--- config.mk ---
export PLATFORM = sky130hd
export DESIGN_NAME = cyclic_code_min_distance_check
export DESIGN_NICKNAME = d
export VERILOG_FILES = /design/src/rtl/ccmd_pkg.sv /design/src/rtl/ccmd_modmul.sv /design/src/rtl/ccmd_datapath.sv /design/src/rtl/ccmd_ctrl.sv /design/src/rtl/cyclic_code_min_distance_check.sv
export SDC_FILE = /design/constraint.sdc
export NUM_CORES = 1
export LEC_CHECK = 0
export ABC_AREA = 1
export BUFFER_PORTS_ARGS = -buffer_cell sky130_fd_sc_hd__buf_4
export CAP_MARGIN = 15
export CORE_MARGIN = 2
export CORE_UTILIZATION = 55
export DETAILED_ROUTE_END_ITERATION = 8
export GPL_ROUTABILITY_DRIVEN = 0
export PLACE_DENSITY = 0.68
export SLEW_MARGIN = 20
export SYNTH_ARGS = -nofsm -noshare
export SYNTH_HDL_FRONTEND = slang
export SYNTH_SLANG_ARGS = --single-unit
--- constraint.sdc ---
create_clock -name aclk -period 25.3 [get_ports aclk]
set_input_delay 0 -clock aclk [delete_from_list [all_inputs] [get_ports aclk]]
set_output_delay 0 -clock aclk [all_outputs]
set_load 0.02 [all_outputs]
--- src/rtl/ccmd_pkg.sv ---
// ----------------------------------------------------------------------------
// ccmd_pkg: shared types for the cyclic code minimum distance check
// Controller states, multiply operand select, and the command and status
// groups that pass between the controller and the datapath.
// ----------------------------------------------------------------------------
package ccmd_pkg;

    typedef enum logic [2:0] {
        S_IDLE,
        S_CHECK,
        S_RED_WAIT,
        S_POW_GO,
        S_POW_WAIT,
        S_SEARCH,
        S_DONE
    } state_t;

    typedef enum logic {
        MUL_REDUCE,
        MUL_POWER
    } mul_sel_t;

    typedef struct packed {
        logic     load;
        logic     mul_start;
        mul_sel_t mul_sel;
        logic     q_wr;
        logic     pow_wr;
        logic     search_step;
    } cmd_t;

    typedef struct packed {
        logic small_n;
        logic mul_busy;
        logic mul_done;
        logic pow_full;
        logic fail;
        logic last;
    } sts_t;

endpackage

--- src/rtl/ccmd_modmul.sv ---
// ----------------------------------------------------------------------------
// ccmd_modmul: bit-serial modular multiplier
// Forms a * b mod n, multiplier bits taken MSB first, each bit in two phases:
// double and reduce, then conditionally add b and reduce. b must be below n.
// ----------------------------------------------------------------------------
module ccmd_modmul #(
    parameter int W = 17
) (
    input  logic         aclk,
    input  logic         aresetn,
    input  logic         start,
    input  logic [W-1:0] a_in,
    input  logic [W-1:0] b_in,
    input  logic [W-1:0] n_in,
    output logic         busy,
    output logic         done,
    output logic [W-1:0] result
);
    localparam int CW = $clog2(W + 1);

    logic [W-1:0]  acc_reg, acc_next;
    logic [W-1:0]  a_reg, a_next;
    logic [W-1:0]  b_reg, b_next;
    logic [CW-1:0] cnt_reg, cnt_next;
    logic          phase_reg, phase_next;
    logic          busy_reg, busy_next;
    logic          done_reg, done_next;

    logic [W:0] dbl_w, dbl_red_w, sum_w, sum_red_w, n_w;

    always_comb begin
        n_w       = {1'b0, n_in};
        dbl_w     = {acc_reg, 1'b0};
        dbl_red_w = (dbl_w >= n_w) ? dbl_w - n_w : dbl_w;
        sum_w     = {1'b0, acc_reg} + {1'b0, b_reg};
        sum_red_w = (sum_w >= n_w) ? sum_w - n_w : sum_w;
    end

    always_comb begin
        acc_next   = acc_reg;
        a_next     = a_reg;
        b_next     = b_reg;
        cnt_next   = cnt_reg;
        phase_next = phase_reg;
        busy_next  = busy_reg;
        done_next  = 1'b0;
        if (start) begin
            acc_next   = '0;
            a_next     = a_in;
            b_next     = b_in;
            cnt_next   = CW'(W);
            phase_next = 1'b0;
            busy_next  = 1'b1;
        end else if (busy_reg) begin
            if (!phase_reg) begin
                acc_next   = dbl_red_w[W-1:0];
                phase_next = 1'b1;
            end else begin
                if (a_reg[W-1]) begin
                    acc_next = sum_red_w[W-1:0];
                end
                a_next     = {a_reg[W-2:0], 1'b0};
                cnt_next   = cnt_reg - 1'b1;
                phase_next = 1'b0;
                if (cnt_reg == CW'(1)) begin
                    busy_next = 1'b0;
                    done_next = 1'b1;
                end
            end
        end
    end

    always_ff @(posedge aclk) begin
        if (!aresetn) begin
            cnt_reg   <= '0;
            phase_reg <= 1'b0;
            busy_reg  <= 1'b0;
            done_reg  <= 1'b0;
        end else begin
            cnt_reg   <= cnt_next;
            phase_reg <= phase_next;
            busy_reg  <= busy_next;
            done_reg  <= done_next;
        end
    end

    always_ff @(posedge aclk) begin
        acc_reg <= acc_next;
        a_reg   <= a_next;
        b_reg   <= b_next;
    end

    assign busy   = busy_reg;
    assign done   = done_reg;
    assign result = acc_reg;

endmodule

--- src/rtl/ccmd_datapath.sv ---
// ----------------------------------------------------------------------------
// ccmd_datapath: operand registers, power table and residue lanes
// Holds n, d and q, builds the powers of q through the serial multiplier,
// and steps one residue lane per coordinate, one offset per cycle.
// ----------------------------------------------------------------------------
module ccmd_datapath #(
    parameter int W = 17,
    parameter int C = 5
) (
    input  logic           aclk,
    input  logic           aresetn,
    input  ccmd_pkg::cmd_t cmd,
    output ccmd_pkg::sts_t sts,
    input  logic [W-1:0]   load_modulus,
    input  logic [W-1:0]   load_multiplier,
    input  logic [W-1:0]   load_threshold
);
    import ccmd_pkg::*;

    localparam int IW = (C > 1) ? $clog2(C) : 1;

    logic [W-1:0]  n_reg, n_next;
    logic [W-1:0]  d_reg, d_next;
    logic [W-1:0]  q_reg, q_next;
    logic [W-1:0]  pow_reg [C];
    logic [W-1:0]  pow_next [C];
    logic [W-1:0]  res_reg [C];
    logic [W-1:0]  res_next [C];
    logic [W-1:0]  count_reg, count_next;
    logic [IW-1:0] ptr_reg, ptr_next;

    logic [W:0]    sum_w [C];
    logic [W:0]    sub_w [C];
    logic [W-1:0]  step_w [C];
    logic [W-1:0]  diff_w [C];
    logic [W-1:0]  dist_w [C];
    logic [W-1:0]  best_w;

    logic          mul_busy, mul_done;
    logic [W-1:0]  mul_b, mul_res;

    // Raw q is reduced first (q * 1 mod n), then the same register is the multiplier
    assign mul_b = (cmd.mul_sel == MUL_REDUCE) ? W'(1) : pow_reg[ptr_reg];

    ccmd_modmul #(.W(W)) u_modmul (
        .aclk    (aclk),
        .aresetn (aresetn),
        .start   (cmd.mul_start),
        .a_in    (q_reg),
        .b_in    (mul_b),
        .n_in    (n_reg),
        .busy    (mul_busy),
        .done    (mul_done),
        .result  (mul_res)
    );

    // Residue lanes: advance by the power, wrap once; distance from the held residue
    always_comb begin
        best_w = '0;
        for (int i = 0; i < C; i++) begin
            sum_w[i]  = {1'b0, res_reg[i]} + {1'b0, pow_reg[i]};
            sub_w[i]  = sum_w[i] - {1'b0, n_reg};
            step_w[i] = (sum_w[i] >= {1'b0, n_reg}) ? sub_w[i][W-1:0] : sum_w[i][W-1:0];
            diff_w[i] = n_reg - res_reg[i];
            dist_w[i] = (res_reg[i] < diff_w[i]) ? res_reg[i] : diff_w[i];
            if (dist_w[i] > best_w) begin
                best_w = dist_w[i];
            end
        end
    end

    always_comb begin
        n_next     = n_reg;
        d_next     = d_reg;
        q_next     = q_reg;
        count_next = count_reg;
        ptr_next   = ptr_reg;
        for (int i = 0; i < C; i++) begin
            pow_next[i] = pow_reg[i];
            res_next[i] = res_reg[i];
        end
        if (cmd.load) begin
            n_next      = load_modulus;
            d_next      = load_threshold;
            q_next      = load_multiplier;
            count_next  = '0;
            ptr_next    = '0;
            pow_next[0] = W'(1);
            for (int i = 0; i < C; i++) begin
                res_next[i] = '0;
            end
        end
        if (cmd.q_wr) begin
            q_next = mul_res;
        end
        if (cmd.pow_wr) begin
            for (int i = 1; i < C; i++) begin
                if ({1'b0, ptr_reg} + 1'b1 == (IW + 1)'(i)) begin
                    pow_next[i] = mul_res;
                end
            end
            ptr_next = ptr_reg + 1'b1;
        end
        if (cmd.search_step) begin
            count_next = count_reg + 1'b1;
            for (int i = 0; i < C; i++) begin
                res_next[i] = step_w[i];
            end
        end
    end

    always_ff @(posedge aclk) begin
        if (!aresetn) begin
            count_reg <= '0;
            ptr_reg   <= '0;
        end else begin
            count_reg <= count_next;
            ptr_reg   <= ptr_next;
        end
    end

    always_ff @(posedge aclk) begin
        n_reg <= n_next;
        d_reg <= d_next;
        q_reg <= q_next;
        for (int i = 0; i < C; i++) begin
            pow_reg[i] <= pow_next[i];
            res_reg[i] <= res_next[i];
        end
    end

    always_comb begin
        sts.small_n  = (n_reg[W-1:1] == '0);
        sts.mul_busy = mul_busy;
        sts.mul_done = mul_done;
        sts.pow_full = (ptr_reg == IW'(C - 1));
        // Offset zero is the start point, not a checked offset
        sts.fail     = (count_reg != '0) && (best_w < d_reg);
        sts.last     = (count_reg != '0) && (count_reg == {1'b0, n_reg[W-1:1]});
    end

endmodule

--- src/rtl/ccmd_ctrl.sv ---
// ----------------------------------------------------------------------------
// ccmd_ctrl: sequencing state machine and result register
// Takes a request, runs reduction, power build and offset search, and
// holds the verdict in an output register until the receiver takes it.
// ----------------------------------------------------------------------------
module ccmd_ctrl (
    input  logic           aclk,
    input  logic           aresetn,
    input  logic           s_tvalid,
    output logic           s_tready,
    output logic           m_tvalid,
    input  logic           m_tready,
    output logic           meets,
    output ccmd_pkg::cmd_t cmd,
    input  ccmd_pkg::sts_t sts
);
    import ccmd_pkg::*;

    state_t state_reg, state_next;
    logic   verdict_reg, verdict_next;
    logic   m_valid_reg, m_valid_next;
    logic   meets_reg;
    logic   out_load;

    always_ff @(posedge aclk) begin
        if (!aresetn) begin
            state_reg   <= S_IDLE;
            verdict_reg <= 1'b0;
            m_valid_reg <= 1'b0;
        end else begin
            state_reg   <= state_next;
            verdict_reg <= verdict_next;
            m_valid_reg <= m_valid_next;
        end
    end

    always_ff @(posedge aclk) begin
        if (out_load) begin
            meets_reg <= verdict_reg;
        end
    end

    always_comb begin
        state_next   = state_reg;
        verdict_next = verdict_reg;
        cmd          = '0;
        out_load     = 1'b0;
        case (state_reg)
            S_IDLE: begin
                if (s_tvalid) begin
                    cmd.load   = 1'b1;
                    state_next = S_CHECK;
                end
            end
            S_CHECK: begin
                // No offsets to search for a modulus below two
                if (sts.small_n) begin
                    verdict_next = 1'b1;
                    state_next   = S_DONE;
                end else begin
                    cmd.mul_start = 1'b1;
                    cmd.mul_sel   = MUL_REDUCE;
                    state_next    = S_RED_WAIT;
                end
            end
            S_RED_WAIT: begin
                if (sts.mul_done) begin
                    cmd.q_wr   = 1'b1;
                    state_next = S_POW_GO;
                end
            end
            S_POW_GO: begin
                if (sts.pow_full) begin
                    state_next = S_SEARCH;
                end else begin
                    cmd.mul_start = 1'b1;
                    cmd.mul_sel   = MUL_POWER;
                    state_next    = S_POW_WAIT;
                end
            end
            S_POW_WAIT: begin
                if (sts.mul_done) begin
                    cmd.pow_wr = 1'b1;
                    state_next = S_POW_GO;
                end
            end
            S_SEARCH: begin
                if (sts.fail) begin
                    verdict_next = 1'b0;
                    state_next   = S_DONE;
                end else if (sts.last) begin
                    verdict_next = 1'b1;
                    state_next   = S_DONE;
                end else begin
                    cmd.search_step = 1'b1;
                end
            end
            S_DONE: begin
                // Hold until the output register is free
                if (!m_valid_reg || m_tready) begin
                    out_load   = 1'b1;
                    state_next = S_IDLE;
                end
            end
            default: begin
                state_next = S_IDLE;
            end
        endcase
    end

    always_comb begin
        if (out_load) begin
            m_valid_next = 1'b1;
        end else if (m_tready) begin
            m_valid_next = 1'b0;
        end else begin
            m_valid_next = m_valid_reg;
        end
    end

    assign s_tready = (state_reg == S_IDLE);
    assign m_tvalid = m_valid_reg;
    assign meets    = meets_reg;

`ifndef SYNTHESIS
    a_accept_starts: assert property (@(posedge aclk) disable iff (!aresetn)
        s_tvalid && s_tready |=> state_reg == S_CHECK)
        else $error("request accepted but controller did not start");

    a_mul_free: assert property (@(posedge aclk) disable iff (!aresetn)
        cmd.mul_start |-> !sts.mul_busy)
        else $error("multiplier started while busy");

    a_step_ok: assert property (@(posedge aclk) disable iff (!aresetn)
        cmd.search_step |-> !sts.fail && !sts.last)
        else $error("search advanced past a finishing offset");

    a_result_from_done: assert property (@(posedge aclk) disable iff (!aresetn)
        $rose(m_tvalid) |-> $past(state_reg) == S_DONE)
        else $error("result presented outside the finishing state");
`endif

endmodule

--- src/rtl/cyclic_code_min_distance_check.sv ---
// ----------------------------------------------------------------------------
// cyclic_code_min_distance_check: top level
// Checks that every offset of a cyclic code reaches a minimum distance.
// ----------------------------------------------------------------------------
// Usage:
//   Input stream s_*: one request carries modulus n, multiplier q and the
//   distance threshold d. s_tready is high only while the block is idle.
//   Output stream m_*: one result per request, the meets flag in bit 0.
//   Sequence: setup, then the reduction of q and each of the COORDINATES-1
//   powers through the serial modular multiplier, then the offset search,
//   up to floor(n/2) offsets; n below two finishes after setup.
//   The search stops at the first offset that falls short.
//   The verdict sits in an output register; a new request is taken as soon
//   as it has been loaded there, so a stalled receiver only holds back the
//   following result, not the next request.
//   Reset (aresetn low, synchronous) returns the block to idle and drops
//   any pending result.
// ----------------------------------------------------------------------------
module cyclic_code_min_distance_check #(
    parameter int MODULUS_BITS = 17,
    parameter int COORDINATES  = 5
) (
    input  logic                                     aclk,
    input  logic                                     aresetn,
    input  logic                                     s_tvalid,
    output logic                                     s_tready,
    // modulus, multiplier, min_distance (MODULUS_BITS each), zero pad
    input  logic [((3*MODULUS_BITS+7)/8)*8-1:0]      s_tdata,
    output logic                                     m_tvalid,
    input  logic                                     m_tready,
    // meets, zero pad
    output logic [7:0]                               m_tdata
);
    import ccmd_pkg::*;

    localparam int W = MODULUS_BITS;

    cmd_t cmd;
    sts_t sts;
    logic meets;

    ccmd_ctrl u_ctrl (
        .aclk     (aclk),
        .aresetn  (aresetn),
        .s_tvalid (s_tvalid),
        .s_tready (s_tready),
        .m_tvalid (m_tvalid),
        .m_tready (m_tready),
        .meets    (meets),
        .cmd      (cmd),
        .sts      (sts)
    );

    ccmd_datapath #(.W(W), .C(COORDINATES)) u_datapath (
        .aclk            (aclk),
        .aresetn         (aresetn),
        .cmd             (cmd),
        .sts             (sts),
        .load_modulus    (s_tdata[W-1:0]),
        .load_multiplier (s_tdata[2*W-1:W]),
        .load_threshold  (s_tdata[3*W-1:2*W])
    );

    assign m_tdata = {7'b0, meets};

endmodule

==> results.json <==
{
  "status": "completed",
  "cts_tree": "done",
  "clock_skew_ps": 25.6,
  "layout_commonest_cell": "nand2_1",
  "drtPass1Iterations": 5,
  "grt_pass1_wl_um": 151000,
  "grt_overflow": 0,
  "hold_class": "in -> reg",
  "cp.required_ps": 25800,
  "final_cell_mix": "nand2_1, inv_1, ha_1",
  "grt_pass1_vias": 26931,
  "num-fill-cells": 5238,
  "path_common_cell": "nand2_1",
  "hold_buffers": 55,
  "clock-root-buffer": "clkbuf_16",
  "r2r-start": "u_datapath.n_reg[0]$_DFFE_PP_",
  "detailroute.via_count": 29336,
  "post_cts_buffers": 0,
  "r2r_slack_ps": 8980,
  "drt-wirelength-per-cell_um": 19.2,
  "end_kind": "flop",
  "synth_top_flop_cell": "edfxtp_1",
  "drv_slew": 0,
  "cts.clk_slew.worst_paths_ps": 60,
  "cts_made_buffers": 37,
  "synthArstFlopShare_pct": 0,
  "period_share_pct": 64.5,
  "finalHoldViolations": 0,
  "grt_use_total_pct": 32.8,
  "h-tree-depth": 2,
  "syn_avg_cell_area_um2": 7.42,
  "critPathMaxStageDelay_ps": 750,
  "syn_inst": 4250,
  "tightest_slew_ps": 1190,
  "timing.fmax_mhz": 61.3,
  "syn-cell-area_mm2": 0.0315,
  "rr_worst_depth": 72,
  "syn_to_final_growth_pct": 9.68,
  "start_util_pct": 55.8,
  "grt_max_degree": 57,
  "nets": 4886,
  "clock_path_buffers": 3,
  "seq_area_frac_synth_pct": 25.9,
  "startpoint": "u_datapath.n_reg[0]$_DFFE_PP_",
  "reg2reg_to": "u_ctrl.state_reg[0]$_SDFFE_PN0P_",
  "synth-seq-cells": 289,
  "port_buffers": 57,
  "drt_first_iter_violations": 2394,
  "synth_edf_count": 239,
  "finalCriticalPeriod_ps": 16320,
  "cp_data_arrival_time_ps": 16820,
  "fin_setup_tns_ps": 0,
  "fp.dieArea_mm2": 0.0593,
  "yosys.cell_types.count": 60,
  "drt-total-wl_um": 98700,
  "drive_gt1_share_pct": 5.42,
  "ant_nets": 0,
  "clock-sinks": 289,
  "critical_path.max_fanout": 56,
  "drc": 0,
  "dp.final_hpwl_um": 75300,
  "relSlewSlack_pct": 20.6,
  "cts_resized": 0,
  "critPathKind": "reg -> reg",
  "cap_violations": 0,
  "start_kind": "flop",
  "ios": 70,
  "final-setup-viol-count": 0,
  "crit_slowest_cell": "buf_4",
  "viasPerCell": 5.72,
  "num_rows": 87,
  "antenna_found_initial": 2,
  "largest_reg_flops": 85,
  "clk_latency_ps": 590,
  "die_w_um": 243,
  "rsz0062_at_grt": "no",
  "core_area_mm2": 0.0565,
  "die_h_um": 243,
  "yosysWarnings": 0,
  "cp-endpoint": "u_ctrl.state_reg[0]$_SDFFE_PN0P_"
}
[synth_stat cells (all sizes together), types with 38 or more instances]
master / n / area share [%]
nand2: 941 / 11
inv: 535 / 6.4
ha: 463 / 18
a21oi: 430 / 6.8
o21ai: 335 / 5.3
nor2: 286 / 3.4
edfxtp: 239 / 23
nand3: 212 / 3.4
xor2: 180 / 5.0
xnor2: 95 / 2.6
clkbuf: 57 / 0.68
nand4: 52 / 1.0
dfxtp: 50 / 3.2
nor3: 44 / 0.77
buf: 41 / 0.91
a211oi: 38 / 1.4
[worst min-delay path by stage]
stage / from / end / slack (ps) / depth (start not counted)
after floorplan: s_tdata[34] / u_datapath.d_reg[0]$_DFFE_PP_ / 100 / 0
after global placement: s_tdata[16] / u_datapath.n_reg[16]$_DFFE_PP_ / 180 / 1
after detailed placement: s_tdata[35] / u_datapath.d_reg[1]$_DFFE_PP_ / 180 / 1
after CTS: s_tdata[2] / u_datapath.n_reg[2]$_DFFE_PP_ / 110 / 2
after global routing: s_tdata[5] / u_datapath.n_reg[5]$_DFFE_PP_ / 120 / 2
final: s_tdata[5] / u_datapath.n_reg[5]$_DFFE_PP_ / 130 / 2
[layout make-up]
type | count | area, um^2 | share of cell area [%]
multi-input cells | 3331 | 20900 | 60.4
well taps | 756 | 946 | 2.74
flip-flops and latches | 289 | 8180 | 23.6
inverters | 538 | 2020 | 5.84
diodes | 2 | 5.00 | 0.0145
clock inverters | 22 | 323 | 0.933
repair buffers | 149 | 1260 | 3.63
clock buffers | 46 | 960 | 2.77
[metrics by stage]
stage / setup slack (ps) / utilization, % / hold slack (ps) / instances / area (um^2)
final: 8980 / 61.2 / 135 / 5133 / 34600
after global routing: 7440 / 61.2 / 120 / 5131 / 34600
after CTS: 9220 / 61.2 / 110 / 5131 / 34600
after detailed placement: 9550 / 58.0 / 179 / 5008 / 32700
after global placement: 9670 / 58.0 / 178 / 5008 / 32700
after floorplan: 11860 / - / 98.9 / 4256 / 31600
[kinds of logic after synthesis]
group | Yosys count | synth area share (%)
buffers and inverters | 636 | 7.99
flip-flops | 289 | 25.9
other | 1 | 0.0119
AO/OA/AOI/OAI | 969 | 17.6
AND/OR/NAND/NOR | 1597 | 21.3
adder cells (fa/ha/maj) | 480 | 19.5
XOR/XNOR | 275 | 7.64
multiplexers | 3 | 0.107
[routing by layer]
layer  global-route usage [%]  wire, um  vias to the layer above
li1                         -         -                    14684
met1                     43.8     42200                    13459
met2                     51.9     43100                      988
met3                     5.34      8480                      203
met4                     15.3      4860                        2
met5                        0        13                        -
[worst max-delay path: cells and delay by family, from the launching register on]
| family | cells | cell delay (ps) |
|---|---|---|
| AOI/OAI and AO/OA | 18 | 4240 |
| xor gates and xnor gates | 1 | 220 |
| adders and majority gates | 8 | 2700 |
| buffers and inverters | 8 | 2860 |
| DFF | 1 | 320 |
| and+or+nand+nor | 37 | 5790 |
Power is left out: the tool's default activity adds up to more than one toggle a clock period on the data nets, which glitch-free logic cannot reach.
